## src/sv/elr_pkg.sv

```systemverilog
// Shared types and constants for the enquiry/acknowledge link receiver.
// Holds the beat structs, control byte codes, status codes and register indexes.
// No dependencies.
package elr_pkg;

	// Register and field widths.
	localparam int TICK_W  = 16;
	localparam int CAP_W   = 9;
	localparam int BYTE_W  = 8;
	localparam int STAT_W  = 3;
	localparam int CIDX_W  = 2;
	localparam int CDATA_W = 16;

	// Control bytes of the link.
	localparam logic [BYTE_W-1:0] CH_STX = 8'h02;
	localparam logic [BYTE_W-1:0] CH_ETX = 8'h03;
	localparam logic [BYTE_W-1:0] CH_EOT = 8'h04;
	localparam logic [BYTE_W-1:0] CH_ENQ = 8'h05;
	localparam logic [BYTE_W-1:0] CH_ACK = 8'h06;
	localparam logic [BYTE_W-1:0] CH_NAK = 8'h15;

	// Transaction status codes.
	localparam logic [STAT_W-1:0] ST_OK      = 3'd0;
	localparam logic [STAT_W-1:0] ST_CLOSED  = 3'd1;
	localparam logic [STAT_W-1:0] ST_TIMEOUT = 3'd2;
	localparam logic [STAT_W-1:0] ST_ABORTED = 3'd3;
	localparam logic [STAT_W-1:0] ST_INVALID = 3'd4;

	// Configuration register indexes.
	localparam logic [CIDX_W-1:0] REG_ENQ_TIMEOUT  = 2'd0;
	localparam logic [CIDX_W-1:0] REG_BYTE_TIMEOUT = 2'd1;
	localparam logic [CIDX_W-1:0] REG_EOT_TIMEOUT  = 2'd2;
	localparam logic [CIDX_W-1:0] REG_CAPACITY     = 2'd3;

	// Reset values of the configuration registers.
	localparam logic [TICK_W-1:0] RST_ENQ_TIMEOUT  = 16'd0;
	localparam logic [TICK_W-1:0] RST_BYTE_TIMEOUT = 16'd1000;
	localparam logic [TICK_W-1:0] RST_EOT_TIMEOUT  = 16'd1000;
	localparam logic [CAP_W-1:0]  RST_CAPACITY     = 9'd256;

	// Link phases.
	typedef enum logic [1:0] {
		PH_ENQ,
		PH_STX,
		PH_TEXT,
		PH_CLOSE
	} phase_t;

	// Input beat: a received byte or one tick.
	typedef struct packed {
		logic              op;
		logic [BYTE_W-1:0] rx_byte;
	} in_beat_t;

	// Result beat.
	typedef struct packed {
		logic              tx_valid;
		logic [BYTE_W-1:0] tx_byte;
		logic              data_valid;
		logic [BYTE_W-1:0] data_byte;
		logic [BYTE_W-1:0] data_index;
		logic              frame_discard;
		logic              done_res;
		logic [STAT_W-1:0] status;
		logic [BYTE_W-1:0] payload_length;
	} out_beat_t;

	// Configuration register set.
	typedef struct packed {
		logic [TICK_W-1:0] enq_timeout;
		logic [TICK_W-1:0] byte_timeout;
		logic [TICK_W-1:0] eot_timeout;
		logic [CAP_W-1:0]  capacity;
	} cfg_t;

	// Handshake between the input register and the result register.
	typedef struct packed {
		logic valid;
		logic ready;
	} stage_ctl_t;

endpackage

```

## src/sv/elr_cfg_regs.sv

```systemverilog
// Configuration register file of the link receiver.
// Four registers written by index over a valid/ready channel.
// Depends on elr_pkg.
module elr_cfg_regs (
	input  logic                         clk,
	input  logic                         arst_n,
	input  logic                         cfg_valid,
	output logic                         cfg_ready,
	input  logic [elr_pkg::CIDX_W-1:0]   cfg_index,
	input  logic [elr_pkg::CDATA_W-1:0]  cfg_data,
	output elr_pkg::cfg_t                cfg
);

	elr_pkg::cfg_t cfg_q;

	// Writes are always taken.
	assign cfg_ready = 1'b1;
	assign cfg       = cfg_q;

	// Register write by index.
	always_ff @(posedge clk or negedge arst_n) begin
		if (!arst_n) begin
			cfg_q.enq_timeout  <= elr_pkg::RST_ENQ_TIMEOUT;
			cfg_q.byte_timeout <= elr_pkg::RST_BYTE_TIMEOUT;
			cfg_q.eot_timeout  <= elr_pkg::RST_EOT_TIMEOUT;
			cfg_q.capacity     <= elr_pkg::RST_CAPACITY;
		end else if (cfg_valid && cfg_ready) begin
			case (cfg_index)
				elr_pkg::REG_ENQ_TIMEOUT:  cfg_q.enq_timeout  <= cfg_data;
				elr_pkg::REG_BYTE_TIMEOUT: cfg_q.byte_timeout <= cfg_data;
				elr_pkg::REG_EOT_TIMEOUT:  cfg_q.eot_timeout  <= cfg_data;
				elr_pkg::REG_CAPACITY:     cfg_q.capacity     <= cfg_data[elr_pkg::CAP_W-1:0];
				default: ;
			endcase
		end
	end

endmodule

```

## src/sv/elr_in_reg.sv

```systemverilog
// Input register of the link receiver.
// Holds one beat until the link state machine consumes it.
// Depends on elr_pkg.
module elr_in_reg (
	input  logic                clk,
	input  logic                arst_n,
	input  logic                in_valid,
	output logic                in_stall,
	input  elr_pkg::in_beat_t   in_data,
	input  logic                down_ready,
	output elr_pkg::stage_ctl_t s1_ctl,
	output elr_pkg::in_beat_t   beat_s1
);

	logic valid_s1;
	logic accept;
	logic go;

	// The held beat leaves when the result side can take it.
	assign s1_ctl.valid = valid_s1;
	assign s1_ctl.ready = down_ready;
	assign go           = valid_s1 && down_ready;
	assign in_stall     = valid_s1 && !down_ready;
	assign accept       = in_valid && !in_stall;

	// Valid flag of the held beat.
	always_ff @(posedge clk or negedge arst_n) begin
		if (!arst_n) begin
			valid_s1 <= 1'b0;
		end else if (accept) begin
			valid_s1 <= 1'b1;
		end else if (go) begin
			valid_s1 <= 1'b0;
		end
	end

	// Held beat.
	always_ff @(posedge clk) begin
		if (accept) begin
			beat_s1 <= in_data;
		end
	end

endmodule

```

## src/sv/elr_fsm.sv

```systemverilog
// Link state machine of the receiver: phase, tick counter and byte counter.
// Turns one input beat into at most one result beat, combinationally.
// Depends on elr_pkg.
module elr_fsm #(
	parameter int CAPACITY_MAX = 256
) (
	input  logic                clk,
	input  logic                arst_n,
	input  logic                go,
	input  elr_pkg::in_beat_t   beat_s1,
	input  elr_pkg::cfg_t       cfg,
	output logic                res_valid,
	output elr_pkg::out_beat_t  res
);

	localparam int CAPMAX_BITS = $clog2(CAPACITY_MAX + 1);
	localparam int CW = (CAPMAX_BITS > elr_pkg::CAP_W) ? CAPMAX_BITS : elr_pkg::CAP_W;

	elr_pkg::phase_t                phase_q, phase_d;
	logic [elr_pkg::TICK_W-1:0]     tick_q, tick_d, tick_inc;
	logic [elr_pkg::CAP_W-1:0]      count_q, count_d, count_inc;
	logic [CW-1:0]                  cap_raw, cap_eff;
	logic [elr_pkg::TICK_W-1:0]     byte_lim, eot_lim;
	logic                           enq_exp, byte_exp, eot_exp;
	logic [elr_pkg::BYTE_W-1:0]     b;

	// State registers.
	always_ff @(posedge clk or negedge arst_n) begin
		if (!arst_n) begin
			phase_q <= elr_pkg::PH_ENQ;
			tick_q  <= '0;
			count_q <= '0;
		end else if (go) begin
			phase_q <= phase_d;
			tick_q  <= tick_d;
			count_q <= count_d;
		end
	end

	// Effective capacity clamped to one and to the buffer size.
	always_comb begin
		cap_raw = CW'(cfg.capacity);
		if (cap_raw == '0) begin
			cap_eff = CW'(1);
		end else if (cap_raw > CW'(CAPACITY_MAX)) begin
			cap_eff = CW'(CAPACITY_MAX);
		end else begin
			cap_eff = cap_raw;
		end
	end

	// Saturating tick advance and limit compares; a zero byte or close limit acts as one.
	assign tick_inc  = (tick_q != '1) ? tick_q + 1'b1 : tick_q;
	assign byte_lim  = (cfg.byte_timeout == '0) ? elr_pkg::TICK_W'(1) : cfg.byte_timeout;
	assign eot_lim   = (cfg.eot_timeout == '0) ? elr_pkg::TICK_W'(1) : cfg.eot_timeout;
	assign enq_exp   = tick_inc >= cfg.enq_timeout;
	assign byte_exp  = tick_inc >= byte_lim;
	assign eot_exp   = tick_inc >= eot_lim;
	assign count_inc = count_q + 1'b1;
	assign b         = beat_s1.rx_byte;

	// Next state and result for the current beat.
	always_comb begin
		phase_d = phase_q;
		tick_d  = tick_q;
		count_d = count_q;
		res     = '0;
		if (beat_s1.op) begin
			// One time tick.
			case (phase_q)
				elr_pkg::PH_ENQ: begin
					if (cfg.enq_timeout != '0) begin
						tick_d = tick_inc;
						if (enq_exp) begin
							res.done_res = 1'b1;
							res.status   = elr_pkg::ST_TIMEOUT;
						end
					end
				end
				elr_pkg::PH_STX, elr_pkg::PH_TEXT: begin
					tick_d = tick_inc;
					if (byte_exp) begin
						res.tx_valid = 1'b1;
						res.tx_byte  = elr_pkg::CH_EOT;
						res.done_res = 1'b1;
						res.status   = elr_pkg::ST_TIMEOUT;
					end
				end
				default: begin
					tick_d = tick_inc;
					if (eot_exp) begin
						res.done_res       = 1'b1;
						res.status         = elr_pkg::ST_OK;
						res.payload_length = count_q[elr_pkg::BYTE_W-1:0];
					end
				end
			endcase
		end else begin
			// One received byte.
			tick_d = '0;
			case (phase_q)
				elr_pkg::PH_ENQ: begin
					if (b == elr_pkg::CH_EOT) begin
						res.done_res = 1'b1;
						res.status   = elr_pkg::ST_CLOSED;
					end else if (b == elr_pkg::CH_ENQ) begin
						res.tx_valid = 1'b1;
						res.tx_byte  = elr_pkg::CH_ACK;
						phase_d      = elr_pkg::PH_STX;
					end
				end
				elr_pkg::PH_STX: begin
					if (b == elr_pkg::CH_STX) begin
						count_d = '0;
						phase_d = elr_pkg::PH_TEXT;
					end else begin
						res.done_res = 1'b1;
						res.status   = (b == elr_pkg::CH_EOT) ? elr_pkg::ST_ABORTED
						                                      : elr_pkg::ST_INVALID;
					end
				end
				elr_pkg::PH_TEXT: begin
					if (b == elr_pkg::CH_ETX) begin
						res.tx_valid = 1'b1;
						res.tx_byte  = elr_pkg::CH_ACK;
						phase_d      = elr_pkg::PH_CLOSE;
					end else begin
						res.data_valid = 1'b1;
						res.data_byte  = b;
						res.data_index = count_q[elr_pkg::BYTE_W-1:0];
						count_d        = count_inc;
						if (CW'(count_inc) >= cap_eff) begin
							res.tx_valid      = 1'b1;
							res.tx_byte       = elr_pkg::CH_NAK;
							res.frame_discard = 1'b1;
							count_d           = '0;
							phase_d           = elr_pkg::PH_STX;
						end
					end
				end
				default: begin
					res.done_res       = 1'b1;
					res.status         = elr_pkg::ST_OK;
					res.payload_length = count_q[elr_pkg::BYTE_W-1:0];
				end
			endcase
		end
		// Every ending returns to the enquiry wait with both counts cleared.
		if (res.done_res) begin
			phase_d = elr_pkg::PH_ENQ;
			tick_d  = '0;
			count_d = '0;
		end
	end

	assign res_valid = res.tx_valid || res.data_valid || res.done_res;

endmodule

```

## src/sv/elr_out_reg.sv

```systemverilog
// Result register of the link receiver.
// Holds one result beat until the downstream side takes it.
// Depends on elr_pkg.
module elr_out_reg (
	input  logic                clk,
	input  logic                arst_n,
	input  logic                load,
	input  elr_pkg::out_beat_t  res,
	output logic                ready,
	output logic                out_valid,
	input  logic                out_stall,
	output elr_pkg::out_beat_t  out_data
);

	logic               valid_q;
	elr_pkg::out_beat_t data_q;

	// Room for a new result when empty or when the held one leaves now.
	assign ready     = !valid_q || !out_stall;
	assign out_valid = valid_q;
	assign out_data  = data_q;

	// Valid flag.
	always_ff @(posedge clk or negedge arst_n) begin
		if (!arst_n) begin
			valid_q <= 1'b0;
		end else if (load) begin
			valid_q <= 1'b1;
		end else if (!out_stall) begin
			valid_q <= 1'b0;
		end
	end

	// Payload.
	always_ff @(posedge clk) begin
		if (load) begin
			data_q <= res;
		end
	end

endmodule

```

## src/sv/enq_ack_link_receiver.sv

```systemverilog
// Top level of the enquiry/acknowledge link receiver.
// Instantiates elr_cfg_regs, elr_in_reg, elr_fsm and elr_out_reg; depends on elr_pkg.
//
//   channel | direction | handshake            | beat
//   in      | input     | in_valid / in_stall  | in_data  (op, rx_byte)
//   out     | output    | out_valid / out_stall| out_data (tx, data, done fields)
//   cfg     | input     | cfg_valid / cfg_ready| cfg_index, cfg_data
//
// One beat is taken every cycle while in_stall is low; a beat goes through the input
// register, the state machine logic and the result register, and out_valid rises once
// the result is loaded into the result register.
// Beats that produce no result leave no output beat.
// Reset clears phase, counters and valid flags at once; there is no clearing pass.
// A stalled result holds in the result register while one more beat waits in the
// input register; only then is the input stalled.
module enq_ack_link_receiver #(
	parameter int CAPACITY_MAX = 256
) (
	input  logic                         clk,
	input  logic                         arst_n,
	input  logic                         in_valid,
	output logic                         in_stall,
	input  elr_pkg::in_beat_t            in_data,
	output logic                         out_valid,
	input  logic                         out_stall,
	output elr_pkg::out_beat_t           out_data,
	input  logic                         cfg_valid,
	output logic                         cfg_ready,
	input  logic [elr_pkg::CIDX_W-1:0]   cfg_index,
	input  logic [elr_pkg::CDATA_W-1:0]  cfg_data
);

	elr_pkg::cfg_t       cfg;
	elr_pkg::in_beat_t   beat_s1;
	elr_pkg::out_beat_t  res;
	elr_pkg::stage_ctl_t s1_ctl;
	logic                out_ready;
	logic                res_valid;
	logic                go;

	// Input register: consumed whenever the result register has room.
	assign go = s1_ctl.valid && s1_ctl.ready;

	elr_in_reg u_in (
		.clk        (clk),
		.arst_n     (arst_n),
		.in_valid   (in_valid),
		.in_stall   (in_stall),
		.in_data    (in_data),
		.down_ready (out_ready),
		.s1_ctl     (s1_ctl),
		.beat_s1    (beat_s1)
	);

	elr_cfg_regs u_cfg (
		.clk       (clk),
		.arst_n    (arst_n),
		.cfg_valid (cfg_valid),
		.cfg_ready (cfg_ready),
		.cfg_index (cfg_index),
		.cfg_data  (cfg_data),
		.cfg       (cfg)
	);

	elr_fsm #(
		.CAPACITY_MAX (CAPACITY_MAX)
	) u_fsm (
		.clk       (clk),
		.arst_n    (arst_n),
		.go        (go),
		.beat_s1   (beat_s1),
		.cfg       (cfg),
		.res_valid (res_valid),
		.res       (res)
	);

	elr_out_reg u_out (
		.clk       (clk),
		.arst_n    (arst_n),
		.load      (go && res_valid),
		.res       (res),
		.ready     (out_ready),
		.out_valid (out_valid),
		.out_stall (out_stall),
		.out_data  (out_data)
	);

endmodule

```

## config.mk

```make
export PLATFORM = sky130hd
export DESIGN_NAME = enq_ack_link_receiver
export DESIGN_NICKNAME = d
export VERILOG_FILES = /design/src/sv/elr_pkg.sv /design/src/sv/elr_cfg_regs.sv /design/src/sv/elr_in_reg.sv /design/src/sv/elr_fsm.sv /design/src/sv/elr_out_reg.sv /design/src/sv/enq_ack_link_receiver.sv
export SDC_FILE = /design/constraint.sdc
export NUM_CORES = 1
export LEC_CHECK = 0
export BUFFER_PORTS_ARGS = -buffer_cell sky130_fd_sc_hd__buf_2
export CAP_MARGIN = 30
export CORE_ASPECT_RATIO = 2
export CORE_MARGIN = 4
export CORE_UTILIZATION = 23
export CTS_CLUSTER_DIAMETER = 150
export DETAILED_ROUTE_END_ITERATION = 16
export GPL_TIMING_DRIVEN = 1
export REMOVE_ABC_BUFFERS = 1
export SLEW_MARGIN = 20
export SYNTH_ARGS = -nofsm -noshare
export SYNTH_HDL_FRONTEND = slang
export SYNTH_SLANG_ARGS = --single-unit
```

## constraint.sdc

```tcl
create_clock -name clk -period 6.2 [get_ports clk]
set_clock_uncertainty 0.05 [all_clocks]
set_input_delay 0.93 -clock clk [delete_from_list [all_inputs] [get_ports clk]]
set_output_delay 0.93 -clock clk [all_outputs]
set_load 0.02 [all_outputs]
```

==> impl_summary.log, run 1 <==
INFO  metric crit_fanout = 33
INFO  metric synth_edf_count = 42
INFO  metric fin_crit = 5.643 ns
INFO  metric synth_area = between 7000 and 8000 sq um
INFO  metric slew_headroom = 31.27%
INFO  metric floorplan.die.width = roughly 130 microns
INFO  metric clock_tree.buffer_depth = 2
INFO  metric route.antenna.remaining_nets = 0
INFO  metric worst_setup_sp_type = register
INFO  metric yosysMostFrequentCell = dfrtp_1
INFO  metric cp_slowest_cell = nor4_4
INFO  metric routed_wirelength = around 21000 microns
INFO  metric drc = 0
INFO  metric grt_start_max_net_pins = between 60 and 70
INFO  metric routed_len_inst = 17.73 microns
INFO  metric synth_top_area_share = approximately a quarter
INFO  metric port_buffers = between 60 and 70
INFO  metric syn_to_final_growth = 18.10%
INFO  metric numCtsBuffers = 17
INFO  metric synth.ff_latch_count = roughly 130
INFO  metric cts_hold_buffers = 0
INFO  metric post_route_cells_drive_above_1_share = between 20% and 30%
INFO  metric floorplan.die.height = 259.6 microns
INFO  metric antenna_violations_before_repair = 3
INFO  metric synthTopCellsByCount = dfrtp_1 (73), inv_1 (64), nand2_1 (58)
INFO  metric post_drt_via_cell_ratio = between 4 and 5
INFO  metric irDropWorstVdd = 215.9 uV
INFO  metric reg2reg_from = u_fsm.tick_q[0]
INFO  metric setup_viol = 0
INFO  metric cp_num_buf_inv = 1
INFO  metric synth_top_flop_cell = dfrtp_1
INFO  metric worstPathCellList = ha_1, nand3_2, nor4_4, nor2_1, and3_1, and3_1, xor2_1, ha_1, and4_1, nand3_1, a2111oi_0, a211oi_1, o211ai_2, a31oi_2, a31o_4, o2111ai_2, and2_1, buf_4
INFO  metric crit_path_end_kind = register
INFO  metric clock-sinks = between 100 and 150
INFO  metric unrepaired_setup_endpoints_after_global_routing = no
INFO  metric gp_congestion = between 0.9 and 1
INFO  metric cp_num_cells = 18
INFO  metric clock_latency = approximately 0.44 ns
INFO  metric reg2reg_slack = around 0.56 ns
INFO  metric cap_viol_max_count = 0
INFO  metric cts_root_buffer = clkbuf_16
INFO  metric grt_first_pass_wirelength = approximately 33000 microns
INFO  metric hp-class = in2async
INFO  metric netlist.top_cell.by_area = dfrtp_1
INFO  metric route.vias.total = ~5500
INFO  metric total_power = between 2000 and 3000 uW
INFO  metric tritoncts = yes
INFO  metric p_leak = approximately 0.0038 uW
INFO  metric post_cts_setup_repair_bufs = 0
INFO  metric i_o_pin_count = between 70 and 80
INFO  metric clkSlewWorstSetupHoldPaths = around 0.06 ns
INFO  metric async_flop_share = 67.19%
INFO  metric drt_iter0_markers = roughly 300
INFO  metric setup_tns = 0 ns
INFO  metric std_cell_rows = just over 90
INFO  metric run_status = finished clean
INFO  metric synthesis.area_per_instance = about 11 sq um
INFO  metric ys.warnings.count = 0
INFO  metric period_share = between 90% and 100%
INFO  metric layout.nets = 846
INFO  metric timing.critical_path.max_delay_family = simple AND/OR/NAND/NOR gates
INFO  metric dp_hpwl = about 17000 microns
INFO  metric setup.worst_path.class = reg2reg
INFO  metric netlist_instances = around 680
INFO  metric htreeDepth = 4
INFO  metric finalMaxSlewViolations = 0
INFO  metric overflow_after_grt = 0
INFO  metric synthDistinctLibCells = 69
INFO  metric first_global_vias = ~6000
INFO  metric dieArea = 34730 sq um
INFO  metric top_area_cells_in_the_synthesized_netlist = dfrtp_1 (25%), edfxtp_1 (17%), ha_1 (9.5%), mux2_2 (7.1%), dfstp_2 (4.7%)
INFO  metric cts_resized = 0
INFO  metric grt_util_all_layers = between 10 and 15%
INFO  metric core_area = about 31000 sq um
INFO  metric cp_data_required_time = around 6.3 ns
INFO  metric drtPass1Iterations = 5
INFO  metric cp_slowest_stage_delay = ~0.64 ns
INFO  metric worstRegToRegCells = 18
INFO  metric maxClockFrequency = around 0.18 GHz
INFO  metric synth_seq_area_share = between 40% and 50%
INFO  metric powerDensity = 325.5 nW/um^2
INFO  metric start_util = a little under a quarter
INFO  metric worst-endpoint-arrival = between 5 and 6 ns
INFO  metric antenna_cells_inserted = 0
INFO  metric final_hold_vio_count = 0
INFO  metric tightestPinTransition = about 1 ns
INFO  metric reg2reg_to = u_out.out_data[14]
## per-stage QoR
stage          std cells  area [sq um]  setup WS [ns]  utilization (%)  hold WS (ns)
2_1_floorplan        668          7167          1.100                -        0.4280
3_3_place_gp        1158          8068         0.8132            25.96        0.4409
3_5_place_dp        1158          8068         0.6244            25.96        0.4555
4_1_cts             1190          8597         0.5986            27.66        0.3151
5_1_grt             1190          8597         0.1914            27.66        0.3284
6_report            1190          8597         0.5573            27.66        0.3199
## routing by layer
metal / global-route usage (%) / vias to the layer above / wire, microns
li1: - / 2625 / -
met1: 11.21 / 2647 / 6734
met2: 25.03 / 134 / 12440
met3: 2.439 / 59 / 751
met4: 7.523 / 4 / 1136
met5: 0 / - / 27
## kinds of logic (layout without fill, tap and decap cells)
logic type	after synthesis	in the layout	synth area share, %
AND/OR/NAND/NOR	211	211	15.21
AO/OA/AOI/OAI	141	141	13.80
buffers and inverters	84	169	5.053
adder cells (fa/ha/maj)	55	55	9.453
multiplexers	46	46	7.116
flip-flops	128	128	47.11
XOR/XNOR	17	17	2.149
other	2	5	0.1032
## worst max-delay path by stage
stage	start	end	slack, ns
2_1_floorplan	u_fsm.tick_q[0]	u_out.out_data[0]	1.10
6_report	u_fsm.tick_q[0]	u_out.out_data[14]	0.56
3_5_place_dp	u_fsm.tick_q[0]	u_out.out_data[14]	0.62
4_1_cts	u_fsm.tick_q[0]	u_out.out_data[3]	0.60
5_1_grt	u_fsm.tick_q[0]	u_out.out_data[14]	0.19
3_3_place_gp	u_fsm.tick_q[0]	u_out.out_data[14]	0.81
## cells in the final DEF (no fill, tap or decap), types with 17 or more instances in the layout
master and n:
inv_1 64, edfxtp_1 42, nand3_1 17, buf_2 67, dfrtp_1 73, a21oi_1 24
nand2_1 58, ha_1 55, nor2_1 35, mux2_2 46, and2_1 25, clkbuf_16 17
o21ai_0 32
## report_power, final
group	internal (uW)	total (uW)	switching (uW)	leakage, uW
logic	281	748	467	0.00212
registers	1030	1140	111	0.00146
clock network	530	908	378	0.000262
## registers in the layout, indices dropped and copies added (netlist names)
| signal | flops |
|---|---|
| u_cfg.cfg | 57 |
| u_out.out_data | 33 |
| u_fsm.tick_q | 16 |
| u_fsm.count_q | 9 |
| u_in.beat_s1 | 9 |
| u_fsm.phase_q | 2 |
| u_in.valid_s1 | 1 |
| u_out.out_valid | 1 |
## worst register-to-register path, stage by stage, from the launching register on
cell and delay, ns:
dfrtp_1 0.48, ha_1 0.29, nand3_2 0.19, nor4_4 0.64
nor2_1 0.22, and3_1 0.30, and3_1 0.21, xor2_1 0.41
ha_1 0.31, and4_1 0.21, nand3_1 0.15, a2111oi_0 0.09
a211oi_1 0.45, o211ai_2 0.19, a31oi_2 0.25, a31o_4 0.30
o2111ai_2 0.13, and2_1 0.19, buf_4 0.25
## area by class of cell
type	instances	area, sq um
clock buffer	23	467.9
clock inverter	9	61.31
fill	3222	22490
inverter	65	244.0
multi-input combinational	475	3498
sequential	128	3430
tap	418	523.0
timing repair buffer	72	372.9
No activity file was read; power rests on OpenSTA's default activity.
==> inputs of run 2 (changes only) <==
Settings changed: CORE_UTILIZATION 23 to 45, HOLD_SLACK_MARGIN set to 0.1.
==> run 2 against run 1 <==
Worst setup slack gained 0.20 ns; worst hold slack gained 0.12 ns; design area shrank 2.5%; global-route usage grew 9.5 points; clock power grew 4.6%; non-clock buffer count grew 3; critical endpoint is now u_out.out_data[0].
==> impl_summary.log, run 2 (synthesis gave the netlist of run 1 again) <==
INFO  metric floorplan.die.width = 97.94 microns (-27%)
INFO  metric mostFrequentLayoutCells = dfrtp_1 (73), buf_2 (67), inv_1 (64)
INFO  metric clock-sinks = 128 (unchanged)
INFO  metric unrepaired_setup_endpoints_after_global_routing = no
INFO  metric setup_tns = 0 ns (unchanged)
INFO  metric dp_hpwl = 15400 microns (-10%)
INFO  metric worst_setup_sp_type = register
INFO  metric overflow_after_grt = 0 (unchanged)
INFO  metric antenna_violations_before_repair = 0 (-3)
INFO  metric cts_resized = 0 (unchanged)
INFO  metric powerDensity = 340.3 nW/um^2 (+4.5%)
INFO  metric largest_register_ff_count = 57 (unchanged)
INFO  metric final_hold_vio_count = 0 (unchanged)
INFO  metric drc = 0 (unchanged)
INFO  metric pwr-share-seq = 39.9% (-0.9 points)
INFO  metric post_drt_via_cell_ratio = 5.690 (+24%)
INFO  metric htreeDepth = 4 (unchanged)
INFO  metric clkSlewWorstSetupHoldPaths = 0.06 ns (about the same)
INFO  metric std_cell_rows = 65 (-29%)
INFO  metric setup_viol = 0 (unchanged)
INFO  metric worstPathCellList = ha_1, nand3_2, nor4_4, nor2_1, and3_1, and3_1, xor2_1, ha_1, inv_1, nor2_1, o2111ai_1, a2111oi_0, a41oi_1, and2_1, a31o_4, o2111ai_2, and2_1, buf_4
INFO  metric crit_fanout = 33 (unchanged)
INFO  metric most_frequent_standard_cell_in_the_layout_excluding_fill_and_tap_cells = dfrtp_1
INFO  metric crit_path_end_kind = register
INFO  metric gp_congestion = 0.9727 (+3.1%)
INFO  metric antenna_cells_inserted = 0 (unchanged)
INFO  metric intPower = 1874 uW (+1.7%)
INFO  metric dieArea = 18400 sq um (-47%)
INFO  metric p_leak = 0.003856 uW (+0.45%)
INFO  metric core_area = 15860 sq um (-49%)
INFO  metric crit_path_start = u_fsm.tick_q[0]
INFO  metric floorplan.die.height = 187.9 microns (-28%)
INFO  metric maxClockFrequency = 0.1837 GHz (+3.6%)
INFO  metric clkPwrFrac = 33.3% (+0.8 points)
INFO  metric power.switching = 977.2 uW (+2.2%)
INFO  metric power.share.switching = 34.27% (+0.11 points)
INFO  metric routed_wirelength = 19790 microns (-6.2%)
INFO  metric fin_crit = 5.444 ns (-0.1983 ns)
INFO  metric clock_tree.buffer_depth = 2 (unchanged)
INFO  metric worst-endpoint-arrival = 5.47 ns (-0.27 ns)
INFO  metric cts_hold_buffers = 0 (unchanged)
INFO  metric hp-class = in2async
INFO  metric run_status = finished clean
INFO  metric routed_len_inst = 20.28 microns (+14%)
INFO  metric port_buffers = 68 (unchanged)
INFO  metric tritoncts = yes
INFO  metric cap_viol_max_count = 0 (unchanged)
INFO  metric slew_headroom = 33.43% (+2.2 points)
INFO  metric timing.critical_path.max_delay_family = simple AND/OR/NAND/NOR gates
INFO  metric syn_to_final_growth = 15.11%
INFO  metric numCtsBuffers = 17 (unchanged)
INFO  metric route.vias.total = 5553 (+1.5%)
INFO  metric setup.worst_path.class = reg2reg
INFO  metric drt_iter0_markers = 247 (-17%)
INFO  metric layout.nets = 849 (+0.35%)
INFO  metric cp_num_buf_inv = 2 (+1)
INFO  metric drtPass1Iterations = 7 (+2)
INFO  metric irDropWorstVdd = 175.0 uV (-19%)
INFO  metric first_global_vias = 5744 (-1.9%)
INFO  metric tightestPinTransition = 0.9955 ns (-0.03237 ns)
INFO  metric cp_data_required_time = 6.23 ns (-0.07 ns)
INFO  metric i_o_pin_count = 74 (unchanged)
INFO  metric grt_first_pass_wirelength = 31170 microns (-6.1%)
INFO  metric start_util = 45.90% (+22 points)
INFO  metric reg2reg_slack = 0.76 ns (+0.20 ns)
INFO  metric period_share = 87.81% (-3.2 points)
INFO  metric share_comb_of_total_power = 26.7% (about the same)
INFO  metric post_route_cells_drive_above_1_share = 23.61% (+0.56 points)
INFO  metric route.antenna.remaining_nets = 0 (unchanged)
INFO  metric clock_latency = 0.43 ns (about the same)
INFO  metric grt_util_all_layers = 22.06% (+9.5 points)
INFO  metric fillerInstances = 1494 (-54%)
INFO  metric layout.area.seq = 3430 sq um (unchanged)
INFO  metric cp_slowest_cell = nor4_4
INFO  metric post_cts_setup_repair_bufs = 0 (unchanged)
INFO  metric finalMaxSlewViolations = 0 (unchanged)
INFO  metric multi_input_comb_area = 3498 sq um (unchanged)
INFO  metric reg2reg_from = u_fsm.tick_q[0]
INFO  metric cp_slowest_stage_delay = 0.63 ns (about the same)
INFO  metric utilization = 52.84% (+25 points)
INFO  metric grt_start_max_net_pins = 47 (-31%)
INFO  metric cts_root_buffer = clkbuf_16
## run 2: final cells by class
type	count	area share, %
clock buffers	19	5.286
clock inverters	13	1.359
inverters	65	2.912
multi-input cells	475	41.75
flip-flops and latches	128	40.93
well taps	201	3.001
repair buffers	75	4.763
## run 2: power groups by stage
stage	clock network, uW	logic [uW]	registers [uW]
2_1_floorplan	0	461	1170
3_3_place_gp	0	744	1150
3_5_place_dp	0	757	1150
4_1_cts	967	762	1140
5_1_grt	1000	841	1160
6_report	950	762	1140
## run 2: metal layers
layer | share of wire [%] | routed length, microns | GRT usage (%)
met5 | 0 | 0 | 0
met4 | 4.1 | 809 | 11.31
met3 | 3.1 | 618 | 3.946
met2 | 58 | 11480 | 42.80
met1 | 35 | 6889 | 21.55
## run 2: final timing paths
check,endpoint,cells past startpoint
setup / recovery,u_out.out_data[0],18
hold / removal,u_cfg.cfg[26],1
setup reg to reg,u_out.out_data[0],18
hold reg to reg,u_cfg.cfg[25],1
max in group asynchronous,u_fsm.tick_q[14],2
min in group clk,u_cfg.cfg[25],1
## run 2: stage by stage
stage | power [uW] | instance area, sq um | worst slack (ns) | instances | hold slack (ns)
floorplan | 1631 | 7167 | 1.100 | 668 | 0.4280
global placement | 1891 | 7811 | 0.9779 | 943 | 0.4456
detailed placement | 1911 | 7811 | 0.8143 | 943 | 0.4529
CTS | 2868 | 8368 | 0.7908 | 975 | 0.4464
global route | 3002 | 8379 | 0.2264 | 976 | 0.4653
finish | 2851 | 8379 | 0.7556 | 976 | 0.4350
## run 2: worst reg2reg max path: stages, from the launching register on
cell and delay, ns:
dfrtp_1 0.48, ha_1 0.31, nand3_2 0.19, nor4_4 0.63
nor2_1 0.19, and3_1 0.28, and3_1 0.20, xor2_1 0.36
ha_1 0.21, inv_1 0.05, nor2_1 0.20, o2111ai_1 0.17
a2111oi_0 0.38, a41oi_1 0.20, and2_1 0.22, a31o_4 0.28
o2111ai_2 0.19, and2_1 0.14, buf_4 0.36
==> inputs of run 3 (changes only) <==
Settings changed: CTS_CLUSTER_DIAMETER 150 to 40, PLACE_DENSITY_LB_ADDON set to 0.15, RECOVER_POWER set to 100.
==> run 3 against run 2 <==
The run now ends with max-capacitance violations, max-slew violations left; flip-flop and latch count is the same; worst setup slack lost 0.073 ns; via count shrank 1.3%; worst hold slack gained 0.030 ns; routed wire length shrank 2.5%; register-to-register slack lost 0.07 ns; sequential power is essentially flat; combinational power shrank 5.9%; total power grew 3.1%; clock power grew 14%; cell count shrank 0.20%; non-clock buffer count shrank 2.
==> impl_summary.log, run 3 (synthesis gave the netlist of run 1 again) <==
INFO  metric finalMaxSlewViolations = 89 (+89)
INFO  metric setup.worst_path.end = u_out.out_data[0]
INFO  metric final_hold_vio_count = 0 (unchanged)
INFO  metric clock-sinks = 128 (unchanged)
INFO  metric layout.nets = 847 (-0.24%)
INFO  metric worstPathCellList = ha_1, nand3_1, nor4_4, nor2_1, and3_1, xnor2_1, ha_1, a211o_1, a31oi_1, a311oi_1, a211oi_1, o211ai_2, a31oi_1, a31o_4, o2111ai_2, and2_0, buf_4
INFO  metric routed_len_inst = 19.82 microns (-2.3%)
INFO  metric grt_util_all_layers = 21.69% (-0.37 points)
INFO  metric p_leak = 0.003737 uW (-3.1%)
INFO  metric pwr-share-seq = 38.8% (-1.1 points)
INFO  metric run_status = finished with violations
INFO  metric setup_ws_pre_cts = 0.8110 ns (-0.003365 ns)
INFO  metric hold_slack = 0.4652 ns (+0.03012 ns)
INFO  metric maxClockFrequency = 0.1813 GHz (-1.3%)
INFO  metric unrepaired_setup_endpoints_after_global_routing = no
INFO  metric post_drt_via_cell_ratio = 5.627 (-1.1%)
INFO  metric utilization = 52.63% (-0.21 points)
INFO  metric reg2reg_slack = 0.68 ns (-0.07 ns)
INFO  metric core_area = 15860 sq um (unchanged)
INFO  metric floorplan.die.height = 187.9 microns (unchanged)
INFO  metric crit_path_end_kind = register
INFO  metric start_util = 45.90% (unchanged)
INFO  metric reg2reg_to = u_out.out_data[0]
INFO  metric tightestPinTransition = 2.351 ns (+1.355 ns)
INFO  metric power.share.switching = 32.62% (-1.6 points)
INFO  metric setup.worst_path.class = reg2reg
INFO  metric worst_setup_sp_type = register
INFO  metric post_cts_setup_repair_bufs = 0 (unchanged)
INFO  metric hp-class = reg2reg
INFO  metric port_buffers = 68 (unchanged)
INFO  metric cts_hold_buffers = 0 (unchanged)
INFO  metric timing.hold.worst_path_depth = 1
INFO  metric clkSlewWorstSetupHoldPaths = 0.07 ns (about the same)
INFO  metric crit_path_start = u_fsm.tick_q[0]
INFO  metric cts_root_buffer = clkbuf_16
INFO  metric route.antenna.remaining_nets = 0 (unchanged)
INFO  metric intPower = 1982 uW (+5.7%)
INFO  metric antenna_violations_before_repair = 0 (unchanged)
INFO  metric cp_data_required_time = 6.30 ns (+0.07 ns)
INFO  metric floorplan.die.width = 97.94 microns (unchanged)
INFO  metric first_global_vias = 5747 (+0.052%)
INFO  metric reg2reg_from = u_fsm.tick_q[0]
INFO  metric cap_viol_max_count = 2 (+2)
INFO  metric largest_register_ff_count = 57 (unchanged)
INFO  metric power.switching = 959.4 uW (-1.8%)
INFO  metric worst-endpoint-arrival = 5.62 ns (+0.15 ns)
INFO  metric route.vias.total = 5481 (-1.3%)
INFO  metric grt_start_max_net_pins = 45 (-4.3%)
INFO  metric i_o_pin_count = 74 (unchanged)
INFO  metric total_power = 2941 uW (+3.1%)
INFO  metric cts_resized = 0 (unchanged)
INFO  metric failing_checks = max-capacitance violations, max-slew violations
INFO  metric grt_first_pass_wirelength = 30480 microns (-2.2%)
INFO  metric post_route_cells_drive_above_1_share = 17.46% (-6.1 points)
INFO  metric mostFrequentLayoutCells = dfrtp_1 (73), inv_1 (64), nand2_1 (58)
INFO  metric fin_crit = 5.517 ns (+0.07285 ns)
INFO  metric setup_tns = 0 ns (unchanged)
INFO  metric tritoncts = yes
INFO  metric irDropWorstVdd = 212.4 uV (+21%)
INFO  metric share_comb_of_total_power = 24.4% (-2.3 points)
INFO  metric period_share = 88.99% (+1.2 points)
INFO  metric setup_viol = 0 (unchanged)
INFO  metric clock_latency = 0.44 ns (about the same)
INFO  metric cp_slowest_stage_delay = 0.65 ns (+0.02 ns)
INFO  metric crit_fanout = 33 (unchanged)
INFO  metric numCtsBuffers = 17 (unchanged)
INFO  metric drt_iter0_markers = 191 (-23%)
INFO  metric std_cell_rows = 65 (unchanged)
INFO  metric overflow_after_grt = 0 (unchanged)
INFO  metric powerDensity = 352.3 nW/um^2 (+3.5%)
INFO  metric worstRegToRegCells = 17 (-1)
INFO  metric htreeDepth = 4 (unchanged)
INFO  metric slew_headroom = -56.70% (-90 points)
INFO  metric most_frequent_standard_cell_in_the_layout_excluding_fill_and_tap_cells = dfrtp_1
INFO  metric drc = 0 (unchanged)
INFO  metric clkPwrFrac = 36.8% (+3.5 points)
INFO  metric syn_to_final_growth = 14.66%
INFO  metric routed_wirelength = 19300 microns (-2.5%)
INFO  metric dp_hpwl = 15090 microns (-2.0%)
INFO  metric gp_congestion = 0.9457 (-2.8%)
INFO  metric antenna_cells_inserted = 0 (unchanged)
INFO  metric clock_tree.buffer_depth = 2 (unchanged)
INFO  metric pnr_worst_setup_slack = 0.6828 ns (-0.07285 ns)
INFO  metric drtPass1Iterations = 4 (-3)
INFO  metric dieArea = 18400 sq um (unchanged)
INFO  metric cp_slowest_cell = nor4_4
-- run 3: cell count changes in the layout (fill, tap and decap cells not counted), sizes merged --
cell	change
buf	-45
bufinv	+3
clkbuf	+43
clkinv	+1
clkinvlp	-3
inv	-1
-- run 3: through the flow --
stage               instance area [sq um]  instances
global route                         8347        974
detailed placement                   7816        942
finish                               8347        974
floorplan                            7167        668
global placement                     7796        941
CTS                                  8444        974
-- run 3: worst min path at each step --
stage	to	startpoint
4_1_cts	u_cfg.cfg[43]	arst_n
2_1_floorplan	u_out.out_valid	u_in.valid_s1
3_5_place_dp	u_cfg.cfg[0]	u_cfg.cfg[0]
5_1_grt	u_cfg.cfg[25]	u_cfg.cfg[25]
3_3_place_gp	u_cfg.cfg[25]	u_cfg.cfg[25]
6_report	u_cfg.cfg[25]	u_cfg.cfg[25]
-- run 3: area by class of cell --
class                      count  area [sq um]
clock inverter                13         185.2
clock buffer                  19         442.9
timing repair buffer          73         319.1
multi-input combinational    475          3475
inverter                      65         244.0
fill                        1504          7512
tap                          201         251.5
sequential                   128          3430
-- run 3: critical path, delay by kind of cell, from the launching register on --
kind,cells,cell delay (ns)
AND/OR/NAND/NOR,5,1.58
adder cells (fa/ha/maj),2,0.64
XOR/XNOR,1,0.40
AO/OA/AOI/OAI,8,1.79
flip-flops,1,0.48
buffers and inverters,1,0.25
-- run 3: per-layer routing --
layer	up-vias	part of all wire, %	track usage (%)
li1	2633	-	-
met5	-	0	0
met1	2685	34	21.05
met3	36	3.3	4.170
met2	127	58	41.75
met4	0	4.5	11.68
-- run 3: power by group through the flow --
stage | Sequential (uW) | Combinational, uW | Clock [uW]
global route | 1150 | 802 | 1140
detailed placement | 1150 | 743 | 0
finish | 1140 | 717 | 1080
global placement | 1150 | 735 | 0
CTS | 1140 | 748 | 1100
floorplan | 1170 | 461 | 0
